<file path="config.mk">
export PLATFORM = sky130hd
export DESIGN_NAME = serial_io_tank_plant_emulator_core_flat
export DESIGN_NICKNAME = d
export VERILOG_FILES = /design/src/rtl/siotp_pkg.sv /design/src/rtl/siotp_if.sv /design/src/rtl/siotp_div.sv /design/src/rtl/serial_io_tank_plant_emulator_core.sv /design/src/flat_wrapper.sv
export SDC_FILE = /design/constraint.sdc
export NUM_CORES = 2
export LEC_CHECK = 0
export CAP_MARGIN = 30
export CELL_PAD_IN_SITES_DETAIL_PLACEMENT = 1
export CELL_PAD_IN_SITES_GLOBAL_PLACEMENT = 1
export CORE_MARGIN = 3
export CORE_UTILIZATION = 48
export CTS_CLUSTER_DIAMETER = 40
export DETAILED_ROUTE_END_ITERATION = 16
export DONT_BUFFER_PORTS = 1
export PLACE_DENSITY = 0.85
export REMOVE_ABC_BUFFERS = 1
export SETUP_SLACK_MARGIN = 0.3
export SLEW_MARGIN = 20
export SYNTH_ARGS = -nofsm -noshare
export SYNTH_HDL_FRONTEND = slang
export SYNTH_SLANG_ARGS = --single-unit
</file>
<file path="constraint.sdc">
create_clock -name clk -period 8.89 [get_ports clk]
set_input_delay 1.3335 -clock clk [delete_from_list [all_inputs] [get_ports clk]]
set_output_delay 1.3335 -clock clk [all_outputs]
set_load 0.03 [all_outputs]
</file>
<file path="src/rtl/siotp_pkg.sv">
// Package for the serial I/O tank plant emulator: widths, register indexes,
// command codes and reset values. No dependencies.
`timescale 1ns / 1ps
`default_nettype none
package siotp_pkg;
	localparam int unsigned REG_IDX_W = 3;
	localparam int unsigned REG_DATA_W = 24;
	localparam logic [REG_IDX_W-1:0] REG_FILL = 3'd0;
	localparam logic [REG_IDX_W-1:0] REG_DRAIN = 3'd1;
	localparam logic [REG_IDX_W-1:0] REG_HEAT = 3'd2;
	localparam logic [REG_IDX_W-1:0] REG_COOL = 3'd3;
	localparam logic [REG_IDX_W-1:0] REG_CAP = 3'd4;
	localparam logic [REG_IDX_W-1:0] REG_AMB = 3'd5;
	localparam logic [REG_IDX_W-1:0] REG_SH = 3'd6;
	localparam logic [REG_IDX_W-1:0] REG_DENS = 3'd7;
	localparam logic [3:0] CMD_DWR = 4'h0;
	localparam logic [3:0] CMD_DRD = 4'h1;
	localparam logic [3:0] CMD_AWR = 4'h2;
	localparam logic [3:0] CMD_ARD = 4'h3;
	localparam logic [31:0] TEMP_RESET = 32'sd1441792;
	// width of the divide datapath (dividend below 2^53 in magnitude)
	localparam int unsigned DIV_W = 68;
	localparam int unsigned DIVISOR_W = 52;
	typedef struct packed {
		logic start;
		logic busy;
		logic done;
	} div_ctl_t;
endpackage
`default_nettype wire

</file>
<file path="src/rtl/siotp_if.sv">
// Valid/ready channel interfaces for the emulator: input items, result items
// and configuration writes. Depends on siotp_pkg.
`timescale 1ns / 1ps
`default_nettype none
interface siotp_in_if import siotp_pkg::*; ();
	logic valid;
	logic ready;
	logic req_type;
	logic [7:0] rx_byte;
	modport source (output valid, output req_type, output rx_byte, input ready);
	modport sink (input valid, input req_type, input rx_byte, output ready);
endinterface

interface siotp_out_if import siotp_pkg::*; ();
	logic valid;
	logic ready;
	logic [7:0] tx_byte;
	logic last;
	modport source (output valid, output tx_byte, output last, input ready);
	modport sink (input valid, input tx_byte, input last, output ready);
endinterface

interface siotp_cfg_if import siotp_pkg::*; ();
	logic valid;
	logic ready;
	logic [REG_IDX_W-1:0] index;
	logic [REG_DATA_W-1:0] data;
	modport source (output valid, output index, output data, input ready);
	modport sink (input valid, input index, input data, output ready);
endinterface
`default_nettype wire

</file>
<file path="src/rtl/siotp_div.sv">
// Restoring divider, one quotient bit a cycle, signed dividend, unsigned
// divisor, quotient truncated toward zero. Depends on siotp_pkg.
`timescale 1ns / 1ps
`default_nettype none
module siotp_div import siotp_pkg::*; (
	input  wire logic                        clk,
	input  wire logic                        arst_n,
	input  wire logic                        start,
	input  wire logic signed [DIV_W-1:0]     dividend,
	input  wire logic        [DIVISOR_W-1:0] divisor,
	output div_ctl_t                         ctl,
	output logic signed [DIV_W-1:0]          quotient
);
	localparam int unsigned CNT_W = $clog2(DIV_W + 1);
	logic [CNT_W-1:0] cnt_q;
	logic busy_q, done_q, neg_q;
	logic [DIV_W-1:0] quo_q;
	logic [DIVISOR_W:0] rem_q;
	logic [DIVISOR_W-1:0] dsr_q;
	logic [DIVISOR_W:0] trial;
	logic [DIVISOR_W:0] rem_sh;

	// shift in next dividend bit and try a subtraction
	assign rem_sh = {rem_q[DIVISOR_W-1:0], quo_q[DIV_W-1]};
	assign trial = rem_sh - {1'b0, dsr_q};

	always_ff @(posedge clk or negedge arst_n) begin
		if (!arst_n) begin
			busy_q <= 1'b0;
			done_q <= 1'b0;
			cnt_q <= '0;
		end else begin
			done_q <= 1'b0;
			if (start && !busy_q) begin
				busy_q <= 1'b1;
				cnt_q <= CNT_W'(DIV_W);
			end else if (busy_q) begin
				cnt_q <= cnt_q - 1'b1;
				if (cnt_q == CNT_W'(1)) begin
					busy_q <= 1'b0;
					done_q <= 1'b1;
				end
			end
		end
	end

	always_ff @(posedge clk) begin
		if (start && !busy_q) begin
			neg_q <= dividend[DIV_W-1];
			quo_q <= dividend[DIV_W-1] ? DIV_W'(-dividend) : DIV_W'(dividend);
			rem_q <= '0;
			dsr_q <= divisor;
		end else if (busy_q) begin
			if (!trial[DIVISOR_W]) begin
				rem_q <= trial;
				quo_q <= {quo_q[DIV_W-2:0], 1'b1};
			end else begin
				rem_q <= rem_sh;
				quo_q <= {quo_q[DIV_W-2:0], 1'b0};
			end
		end
	end

	assign quotient = neg_q ? -$signed(quo_q) : $signed(quo_q);
	assign ctl.start = start;
	assign ctl.busy = busy_q;
	assign ctl.done = done_q;

	a_done_after_busy: assert property (@(posedge clk) disable iff (!arst_n)
		done_q |-> $past(busy_q)) else $error("divider done without busy");
	a_no_busy_done: assert property (@(posedge clk) disable iff (!arst_n)
		!(done_q && busy_q)) else $error("divider busy and done together");
	a_busy_count: assert property (@(posedge clk) disable iff (!arst_n)
		busy_q |-> cnt_q != '0) else $error("divider busy with zero count");
endmodule
`default_nettype wire

</file>
<file path="src/rtl/serial_io_tank_plant_emulator_core.sv">
// Top level of the serial I/O tank plant emulator: command decoder, plant
// state and tick sequencer. Depends on siotp_pkg, siotp_if, siotp_div.
`timescale 1ns / 1ps
`default_nettype none
// A command reply leaves one or two result items through the output
// register, and the next item is taken once the reply has been handed over.
// A plant tick updates the volume in ST_VOL; when the tank ends empty it goes
// straight to ST_FIN, otherwise the product vol*density*sh is built in the
// ST_VOL and ST_MUL multiply states, the temperature step then goes through
// the one-bit-a-cycle divider and is saturated when it is done; ST_FIN then
// refreshes the flags and the volume output and ST_OUT the temperature output.
// No item is accepted meanwhile. There is no clearing pass after reset.
module serial_io_tank_plant_emulator_core import siotp_pkg::*; (
	input wire logic clk,
	input wire logic arst_n,
	siotp_in_if.sink in_ch,
	siotp_out_if.source out_ch,
	siotp_cfg_if.sink cfg
);
	localparam logic [2:0] ST_IDLE = 3'd0;
	localparam logic [2:0] ST_VOL = 3'd1;
	localparam logic [2:0] ST_MUL = 3'd2;
	localparam logic [2:0] ST_DIV = 3'd3;
	localparam logic [2:0] ST_WAIT = 3'd4;
	localparam logic [2:0] ST_FIN = 3'd5;
	localparam logic [2:0] ST_OUT = 3'd6;

	logic [2:0] state_q;
	logic [15:0] fill_q, drain_q, cap_q, sh_q, dens_q;
	logic signed [15:0] amb_q;
	logic [23:0] heat_q, cool_q;
	logic [7:0] buf_q [3];
	logic [1:0] cnt_q;
	logic [7:0] din_q;
	logic [15:0] ain_q [4];
	logic [19:0] vol_q;
	logic signed [31:0] temp_q;
	logic [3:0] flags_q;
	logic [15:0] aout_q [2];
	logic [31:0] prod_q;
	logic signed [DIV_W-1:0] num_q;
	logic [DIVISOR_W-1:0] dsr_q;
	logic [7:0] tx0_q, tx1_q;
	logic two_q, ov_q;
	logic div_start;
	div_ctl_t div_ctl;
	logic signed [DIV_W-1:0] quo;

	logic acc;
	logic [1:0] idx;
	logic [7:0] c0;
	logic [15:0] dens_e, sh_e;
	logic signed [21:0] vol_n;
	logic [19:0] cap10;
	logic [19:0] vol_c;
	logic signed [33:0] dt;
	logic signed [33:0] t_next;
	logic [39:0] vol_rcp;
	logic [16:0] vol_whole;

	assign cfg.ready = 1'b1;
	assign in_ch.ready = (state_q == ST_IDLE) && !ov_q;
	assign acc = in_ch.valid && in_ch.ready;
	assign idx = (cnt_q > 2'd2) ? 2'd0 : cnt_q;
	assign c0 = (idx == 2'd0) ? in_ch.rx_byte : buf_q[0];
	assign dens_e = (dens_q == '0) ? 16'd1 : dens_q;
	assign sh_e = (sh_q == '0) ? 16'd1 : sh_q;
	assign cap10 = 20'(cap_q) * 20'd10;

	// whole units of volume: reciprocal multiply by 2^23/10, exact below 2^22
	assign vol_rcp = 40'(vol_q) * 40'd838861;
	assign vol_whole = vol_rcp[39:23];

	// volume update with clamp
	always_comb begin
		vol_n = $signed({2'b0, vol_q});
		if (din_q[0]) vol_n = vol_n + $signed(22'(fill_q));
		if (din_q[1]) vol_n = vol_n - $signed(22'(drain_q));
		if (vol_n < 0) vol_c = '0;
		else if (vol_n > $signed({2'b0, cap10})) vol_c = cap10;
		else vol_c = vol_n[19:0];
	end

	siotp_div u_div (
		.clk(clk), .arst_n(arst_n), .start(div_start),
		.dividend(num_q), .divisor(dsr_q), .ctl(div_ctl), .quotient(quo)
	);
	assign div_start = (state_q == ST_DIV);

	// temperature saturation
	always_comb begin
		dt = (quo > DIV_W'(64'sd4294967296)) ? 34'sd4294967296 :
		     (quo < -DIV_W'(64'sd4294967296)) ? -34'sd4294967296 : 34'(quo);
		t_next = 34'(temp_q) + dt;
	end

	// configuration registers
	always_ff @(posedge clk or negedge arst_n) begin
		if (!arst_n) begin
			fill_q <= 16'd100; drain_q <= 16'd100;
			heat_q <= 24'd800000; cool_q <= 24'd800000;
			cap_q <= 16'd3000; amb_q <= 16'sd5632;
			sh_q <= 16'd256; dens_q <= 16'd1000;
		end else if (cfg.valid) begin
			case (cfg.index)
				REG_FILL: fill_q <= cfg.data[15:0];
				REG_DRAIN: drain_q <= cfg.data[15:0];
				REG_HEAT: heat_q <= cfg.data;
				REG_COOL: cool_q <= cfg.data;
				REG_CAP: cap_q <= cfg.data[15:0];
				REG_AMB: amb_q <= cfg.data[15:0];
				REG_SH: sh_q <= cfg.data[15:0];
				default: dens_q <= cfg.data[15:0];
			endcase
		end
	end

	// command buffer payload
	always_ff @(posedge clk) begin
		if (acc && !in_ch.req_type) buf_q[idx] <= in_ch.rx_byte;
	end

	// sequencer, commands and plant state
	always_ff @(posedge clk or negedge arst_n) begin
		if (!arst_n) begin
			state_q <= ST_IDLE;
			cnt_q <= '0; din_q <= '0;
			ain_q[0] <= 16'd10; ain_q[1] <= 16'd40; ain_q[2] <= '0; ain_q[3] <= '0;
			vol_q <= '0; temp_q <= TEMP_RESET; flags_q <= '0;
			aout_q[0] <= '0; aout_q[1] <= '0;
			ov_q <= 1'b0; two_q <= 1'b0;
		end else begin
			if (out_ch.valid && out_ch.ready) begin
				if (two_q) begin
					two_q <= 1'b0;
					tx0_q <= tx1_q;
				end else ov_q <= 1'b0;
			end
			case (state_q)
				ST_IDLE: begin
					if (acc && in_ch.req_type) state_q <= ST_VOL;
					else if (acc) begin
						case (c0[7:4])
							CMD_DWR: if (idx >= 2'd1) begin
								din_q[c0[2:0]] <= in_ch.rx_byte != 8'd0;
								cnt_q <= '0;
							end else cnt_q <= idx + 2'd1;
							CMD_DRD: begin
								cnt_q <= '0; ov_q <= 1'b1; two_q <= 1'b0;
								tx0_q <= {7'd0, ~c0[2] & flags_q[c0[1:0]]};
							end
							CMD_AWR: if (idx == 2'd2) begin
								ain_q[c0[1:0]] <= {buf_q[1], in_ch.rx_byte};
								cnt_q <= '0;
							end else cnt_q <= idx + 2'd1;
							CMD_ARD: begin
								cnt_q <= '0; ov_q <= 1'b1; two_q <= 1'b1;
								tx0_q <= c0[1] ? 8'd0 : aout_q[c0[0]][15:8];
								tx1_q <= c0[1] ? 8'd0 : aout_q[c0[0]][7:0];
							end
							default: cnt_q <= '0;
						endcase
					end
				end
				ST_VOL: begin
					vol_q <= vol_c;
					prod_q <= 32'(dens_e) * 32'(sh_e);
					// numerator: power*2^24 - (T-Tamb)*2560000
					num_q <= DIV_W'((($signed({1'b0, heat_q}) & {25{din_q[2]}})
						- ($signed({1'b0, cool_q}) & {25{din_q[3]}})) * 68'sd16777216)
						- DIV_W'(($signed(34'(temp_q))
						- $signed(34'($signed({amb_q, 8'd0})))) * 68'sd2560000);
					if (vol_c == '0) begin
						temp_q <= {{8{amb_q[15]}}, amb_q, 8'd0};
						state_q <= ST_FIN;
					end else state_q <= ST_MUL;
				end
				ST_MUL: begin
					dsr_q <= DIVISOR_W'(prod_q) * DIVISOR_W'(vol_q);
					state_q <= ST_DIV;
				end
				ST_DIV: state_q <= ST_WAIT;
				ST_WAIT: if (div_ctl.done) begin
					if (t_next > 34'sd2147483647) temp_q <= 32'sh7fffffff;
					else if (t_next < -34'sd2147483648) temp_q <= 32'sh80000000;
					else temp_q <= t_next[31:0];
					state_q <= ST_FIN;
				end
				ST_FIN: begin
					flags_q[0] <= vol_q >= cap10;
					flags_q[1] <= vol_q != '0;
					flags_q[2] <= temp_q < $signed({ain_q[0], 16'd0});
					flags_q[3] <= temp_q > $signed({ain_q[1], 16'd0});
					aout_q[0] <= (vol_whole > 17'd32767) ? 16'h7fff : vol_whole[15:0];
					state_q <= ST_OUT;
				end
				ST_OUT: begin
					// truncate toward zero then saturate
					if (temp_q > 32'sd2147418111) aout_q[1] <= 16'h7fff;
					else if (temp_q < -32'sd2147483647) aout_q[1] <= 16'h8000;
					else aout_q[1] <= 16'((temp_q + (temp_q[31] ? 32'sd65535 : 32'sd0))
						>>> 16);
					state_q <= ST_IDLE;
				end
				default: state_q <= ST_IDLE;
			endcase
		end
	end

	assign out_ch.valid = ov_q;
	assign out_ch.tx_byte = tx0_q;
	assign out_ch.last = !two_q;

	a_no_accept_busy: assert property (@(posedge clk) disable iff (!arst_n)
		state_q != ST_IDLE |-> !in_ch.ready) else $error("ready while busy");
	a_tick_starts: assert property (@(posedge clk) disable iff (!arst_n)
		(acc && in_ch.req_type) |=> state_q == ST_VOL) else $error("tick lost");
	a_vol_cap: assert property (@(posedge clk) disable iff (!arst_n)
		state_q == ST_FIN |-> vol_q <= cap10) else $error("volume over capacity");
endmodule
`default_nettype wire

</file>
<file path="src/flat_wrapper.sv">
// flat-port wrapper written by rule: the top's interface ports become plain ports
module serial_io_tank_plant_emulator_core_flat import siotp_pkg::*;
  (clk, arst_n, in_ch_valid, in_ch_req_type, in_ch_rx_byte, in_ch_ready, out_ch_valid, out_ch_tx_byte, out_ch_last, out_ch_ready, cfg_valid, cfg_index, cfg_data, cfg_ready);
  siotp_in_if in_ch_i ();
  siotp_out_if out_ch_i ();
  siotp_cfg_if cfg_i ();
  input wire logic clk;
  input wire logic arst_n;
  input wire logic [$bits(in_ch_i.valid)-1:0] in_ch_valid;
  input wire logic [$bits(in_ch_i.req_type)-1:0] in_ch_req_type;
  input wire logic [$bits(in_ch_i.rx_byte)-1:0] in_ch_rx_byte;
  output wire logic [$bits(in_ch_i.ready)-1:0] in_ch_ready;
  output wire logic [$bits(out_ch_i.valid)-1:0] out_ch_valid;
  output wire logic [$bits(out_ch_i.tx_byte)-1:0] out_ch_tx_byte;
  output wire logic [$bits(out_ch_i.last)-1:0] out_ch_last;
  input wire logic [$bits(out_ch_i.ready)-1:0] out_ch_ready;
  input wire logic [$bits(cfg_i.valid)-1:0] cfg_valid;
  input wire logic [$bits(cfg_i.index)-1:0] cfg_index;
  input wire logic [$bits(cfg_i.data)-1:0] cfg_data;
  output wire logic [$bits(cfg_i.ready)-1:0] cfg_ready;
  assign in_ch_i.valid = in_ch_valid;
  assign in_ch_i.req_type = in_ch_req_type;
  assign in_ch_i.rx_byte = in_ch_rx_byte;
  assign in_ch_ready = in_ch_i.ready;
  assign out_ch_valid = out_ch_i.valid;
  assign out_ch_tx_byte = out_ch_i.tx_byte;
  assign out_ch_last = out_ch_i.last;
  assign out_ch_i.ready = out_ch_ready;
  assign cfg_i.valid = cfg_valid;
  assign cfg_i.index = cfg_index;
  assign cfg_i.data = cfg_data;
  assign cfg_ready = cfg_i.ready;
  serial_io_tank_plant_emulator_core u_core (.clk(clk), .arst_n(arst_n), .in_ch(in_ch_i), .out_ch(out_ch_i), .cfg(cfg_i));
endmodule
</file>
==> flow_metrics.env, run 1 <==
export IMPL_status="did not finish"
export IMPL_haltStage="global routing (5_1_grt)"
export IMPL_first_error="[ERROR GRT-0232] Routing congestion too high. Check the congestion heatmap in the GUI."
export IMPL_fp_dieH_um=420.2
export IMPL_netlist_area_mm2=0.08236
export IMPL_die_x_um=420.2
export IMPL_post_synth_cell_area_avg_um2=9.333
export IMPL_synthArstFlopShare_pct=45.22
export IMPL_ctsHoldBuffers=0
export IMPL_yosysWarnings=0
export IMPL_clkSinkCount=628
export IMPL_floorplan_initialDensity_pct=48.44
export IMPL_cts_root_to_sink_buffers=3
export IMPL_cts_root_buffer="clkbuf_16"
export IMPL_worst_endpoint_pin_kind="register input"
export IMPL_main_flop_type_after_synthesis="edfxtp_1"
export IMPL_seq_area_frac_synth_pct=20.60
export IMPL_ys_seq_elements=628
export IMPL_finalWeightedCongestion=0.9267
export IMPL_detailedPlacementHpwl_um=217600
export IMPL_synth_edff_count=292
export IMPL_postGrtWorstEndpoint="u_core.num_q[67]$_DFFE_PP_/D"
export IMPL_port_buffers=0
export IMPL_placed_cells_incl_taps=11250
export IMPL_tritoncts_num_buffers=117
export IMPL_postSynthCellCount=8825
export IMPL_globalRouteOverflowTotal=206
export IMPL_ports=53
export IMPL_floorplan_rows=151
export IMPL_ctsHtreeMaxLevel=3
export IMPL_ys_types=97
export IMPL_grt_antenna_before_repair=64
export IMPL_global_route_usage_total_pct=65.78
export IMPL_maximum_number_of_pins_on_one_net_before_global_route_repair=296
## synthesized netlist by cell type (23+ instances only)
master	number	area [µm²]
inv_1	1397	5244
nand2_1	1049	3938
ha_1	980	12260
fa_1	971	19440
a21oi_1	369	1847
and2_1	350	2190
nor2_1	336	1261
o21ai_0	329	1647
clkbuf_1	324	1216
edfxtp_1	292	8768
xnor2_1	258	2260
dfrtp_1	242	6056
xor2_1	191	1673
a21o_1	177	1329
mux2_2	153	1723
nand3_1	141	705.7
nor3_1	100	500.5
o21a_1	91	683.2
nor2b_1	83	519.3
nand2b_1	76	475.5
nand4_1	56	350.3
dfxtp_1	52	1041
o31ai_1	47	352.8
dfstp_2	42	1104
o21bai_1	42	315.3
o311ai_0	39	341.6
or3_1	37	231.5
a31oi_1	36	225.2
nor4_1	35	219.0
and3_1	33	206.5
or4_1	32	240.2
a211oi_1	31	232.7
o41ai_1	26	227.7
or2_2	23	143.9
## repair_timing
| action | 4_1_cts |
|---|---|
| pin swaps | 168 |
| setup endpoints to repair | 69 |
| gates resized for setup | 229 |
| buffers inserted | 94 |
## per-stage QoR
stage	area, µm²	worst slack [ps]
after floorplan	80990	-616.8
after global placement	88130	-1194
after detailed placement	88180	-1455
after CTS	94550	-273.5
## kinds of logic after synthesis
logic type	Yosys count	share of synthesized area [%]
mux	192	2.684
xor+xnor	449	4.775
buf+inv	1752	8.054
other cells	1	0.004553
simple gates	2411	13.99
flops	628	20.60
compound gates	1441	11.41
fa+ha+maj	1951	38.49
## layer usage
layer  overflow  track usage (%)
met4         99            59.44
met5          2            46.68
met3         14            57.21
met2         87            78.46
met1          4            64.67
==> run 2, diff against run 1 <==
--- a/config.mk
+++ b/config.mk
@@ -6,16 +6,12 @@
 export NUM_CORES = 2
 export LEC_CHECK = 0
 export CAP_MARGIN = 30
-export CELL_PAD_IN_SITES_DETAIL_PLACEMENT = 1
-export CELL_PAD_IN_SITES_GLOBAL_PLACEMENT = 1
 export CORE_MARGIN = 3
-export CORE_UTILIZATION = 48
-export CTS_CLUSTER_DIAMETER = 40
+export CORE_UTILIZATION = 40
 export DETAILED_ROUTE_END_ITERATION = 16
 export DONT_BUFFER_PORTS = 1
-export PLACE_DENSITY = 0.85
+export PLACE_DENSITY_LB_ADDON = 0.15
 export REMOVE_ABC_BUFFERS = 1
-export SETUP_SLACK_MARGIN = 0.3
 export SLEW_MARGIN = 20
 export SYNTH_ARGS = -nofsm -noshare
 export SYNTH_HDL_FRONTEND = slang
==> constraint.sdc (replaced) <==
create_clock -name clk -period 11.6 [get_ports clk]
set_input_delay 1.74 -clock clk [delete_from_list [all_inputs] [get_ports clk]]
set_output_delay 1.74 -clock clk [all_outputs]
set_load 0.03 [all_outputs]
==> flow_metrics.env, run 2 <==
export IMPL_status="completed"
export IMPL_die_x_um=459.8
export IMPL_drive_above_1_share_pct=6.662
export IMPL_tns_ps=0
export IMPL_element_type_at_the_critical_path_start="flop"
export IMPL_layout_top_registers="u_core.u_div.quo_q (68), u_core.num_q (56)"
export IMPL_slew_headroom_pct=28.58
export IMPL_synth_top_cells_by_count="inv_1 (1,397), nand2_1 (1,049), ha_1 (980), fa_1 (971), a21oi_1 (369)"
export IMPL_cts_root_buffer="clkbuf_16"
export IMPL_crit_slowest_cell="o41ai_1"
export IMPL_worst_r2r_cell_count=42
export IMPL_tritoncts_num_buffers=83
export IMPL_clk_latency_ps=760
export IMPL_grt_setup_unrepaired="false"
export IMPL_most_common_library_cell_in_the_layout_ignoring_fill_and_taps="inv_1"
export IMPL_detailedRoute_firstPassIterationCount=5
export IMPL_fp_dieH_um=459.8
export IMPL_worst_hold_path_type="reg2reg"
export IMPL_synth_largest_area_cell="fa_1"
export IMPL_wl_um=231000
export IMPL_cp_common_cell="a21oi_1"
export IMPL_maximum_number_of_pins_on_one_net_before_global_route_repair=296
export IMPL_die_area_mm2=0.2114
export IMPL_worstHoldPathCells=0
export IMPL_cts_root_to_sink_buffers=3
export IMPL_fill_cells=19660
export IMPL_synth_edff_count=292
export IMPL_detailedRoute_firstIterationViolations=4177
export IMPL_postSynthCellCount=8825
export IMPL_seq_area_frac_synth_pct=20.60
export IMPL_arrival_ps=11390
export IMPL_ctsHtreeMaxLevel=3
export IMPL_port_buffers=0
export IMPL_clkSinkCount=628
export IMPL_rr_endpoint="u_core.num_q[67]"
export IMPL_avgViaCountPerCell=5.365
export IMPL_timing_fmax_mhz=91.84
export IMPL_finClkSkew_ps=59.14
export IMPL_core_area_mm2=0.2034
export IMPL_main_flop_type_after_synthesis="edfxtp_1"
export IMPL_worst_path_max_fanout=8
export IMPL_category_of_cells_accounting_for_the_largest_share_of_critical_path_delay="compound AO/OA/AOI/OAI gates"
export IMPL_areaGrowthSynthToFinish_pct=7.624
export IMPL_post_synth_cell_area_avg_um2=9.333
export IMPL_critPathBufInv=2
export IMPL_holdPathEnd="u_core.u_div.dsr_q[4]"
export IMPL_drt_wirelength_per_cell_um=20.19
export IMPL_synth_largest_type_area_fraction_pct=23.60
export IMPL_period_minus_slack_ps=10890
export IMPL_worst_slew_pin_transition_ps=1071
export IMPL_detailedPlacementHpwl_um=182300
export IMPL_yosysWarnings=0
export IMPL_worst_setup_path_type="reg2reg"
export IMPL_worstPathRequired_ps=12110
export IMPL_vias_in_the_first_global_route=63460
export IMPL_ant_nets=0
export IMPL_route_detailed_drc=0
export IMPL_floorplan_initialDensity_pct=40.50
export IMPL_most_common_layout_cells="inv_1 (1,395), nand2_1 (1,049), ha_1 (980)"
export IMPL_floorplan_rows=165
export IMPL_layout_nets=10690
export IMPL_synthMostInstantiatedCell="inv_1"
export IMPL_global_route_usage_total_pct=22.30
export IMPL_max_flop_register="u_core.u_div.quo_q"
export IMPL_finalWeightedCongestion=0.8824
export IMPL_globalRouteOverflowTotal=0
export IMPL_drv_slew=0
export IMPL_largest_reg_flops=68
export IMPL_ports=53
export IMPL_max_cap_violations=0
export IMPL_layout_worst_path_cycle_share_pct=93.87
export IMPL_ys_seq_elements=628
export IMPL_synthArstFlopShare_pct=45.22
export IMPL_hold_viol_final=0
export IMPL_netlist_area_mm2=0.08236
export IMPL_global_route_wire_length_before_repair_um=369900
export IMPL_final_setup_viol_count=0
export IMPL_cts_tree="yes"
export IMPL_regToRegSetupSlack_ps=710
export IMPL_synth_area_leaders="fa_1 (24%), ha_1 (15%), edfxtp_1 (11%)"
export IMPL_path_clk_slew_ps=70
export IMPL_hold_start="u_core.dsr_q[4]"
export IMPL_cts_setup_buffers=0
export IMPL_critical_path_reg2reg_startpoint="u_core.temp_q[9]"
export IMPL_detailroute_via_count=61380
export IMPL_cpPeakStageDelay_ps=670
export IMPL_ys_types=97
export IMPL_cp_end_kind="flop"
export IMPL_grt_antenna_before_repair=21
-- run 2: what timing repair did --
item	4_1_cts	5_1_grt
endpoints found under the setup margin	0	1
hold buffers	0	0
gates resized for setup	0	2
-- run 2: per-layer routing --
layer	GRT usage, %	routed length (µm)	part of all wire [%]	vias up
met2	33.73	99040	43	1420
met5	0	0	0	-
li1	-	-	-	28890
met1	33.58	114100	49	30820
met3	3.383	13210	5.7	258
met4	4.739	4621	2.0	0
-- run 2: layout make-up --
class | instances | area (µm²) | area share (%)
Multi-Input combinational cell | 6445 | 58890 | 66.43
Sequential cell | 628 | 16970 | 19.15
Inverter | 1400 | 5255 | 5.928
Tap cell | 2672 | 3343 | 3.772
Clock buffer | 95 | 2192 | 2.473
Timing Repair Buffer | 137 | 1205 | 1.359
Clock inverter | 61 | 779.5 | 0.8794
Antenna cell | 4 | 10.01 | 0.01129
-- run 2: worst max path at each step --
stage	from	endpoint	slack (ps)	depth (start not counted)
2_1_floorplan	u_core.temp_q[9]	u_core.num_q[67]	2090	41
3_3_place_gp	u_core.temp_q[9]	u_core.num_q[67]	880	41
3_5_place_dp	u_core.temp_q[9]	u_core.num_q[67]	840	41
4_1_cts	u_core.temp_q[9]	u_core.num_q[67]	720	41
5_1_grt	u_core.temp_q[9]	u_core.num_q[67]	150	41
6_report	u_core.temp_q[9]	u_core.num_q[67]	710	42
-- run 2: per-stage QoR --
stage          setup slack [ps]  cells  instance area (µm²)  util (%)  hold WS [ps]
2_1_floorplan              2093   8473                80990         -         400.3
3_3_place_gp              876.1  11260                85330     41.96         401.6
3_5_place_dp              839.2  11270                85520     42.05         404.5
4_1_cts                   715.6  11430                88490     43.52         416.3
5_1_grt                   147.3  11440                88640     43.59         425.0
6_report                  711.6  11440                88640     43.59         412.2
-- run 2: cells by family (layout without fill, tap and decap cells) --
logic type / Yosys count / count (layout) / synth area share (%)
other: 1 / 5 / 0.004553
AOI/OAI and AO/OA: 1441 / 1441 / 11.41
xor gates and xnor gates: 449 / 449 / 4.775
buffers and inverters: 1752 / 1693 / 8.054
adders and majority gates: 1951 / 1951 / 38.49
DFF: 628 / 628 / 20.60
muxes: 192 / 192 / 2.684
and+or+nand+nor: 2411 / 2411 / 13.99
Power of run 2 is left out: the tool's default activity adds up to more than one toggle a clock period on the data nets, which glitch-free logic cannot reach.
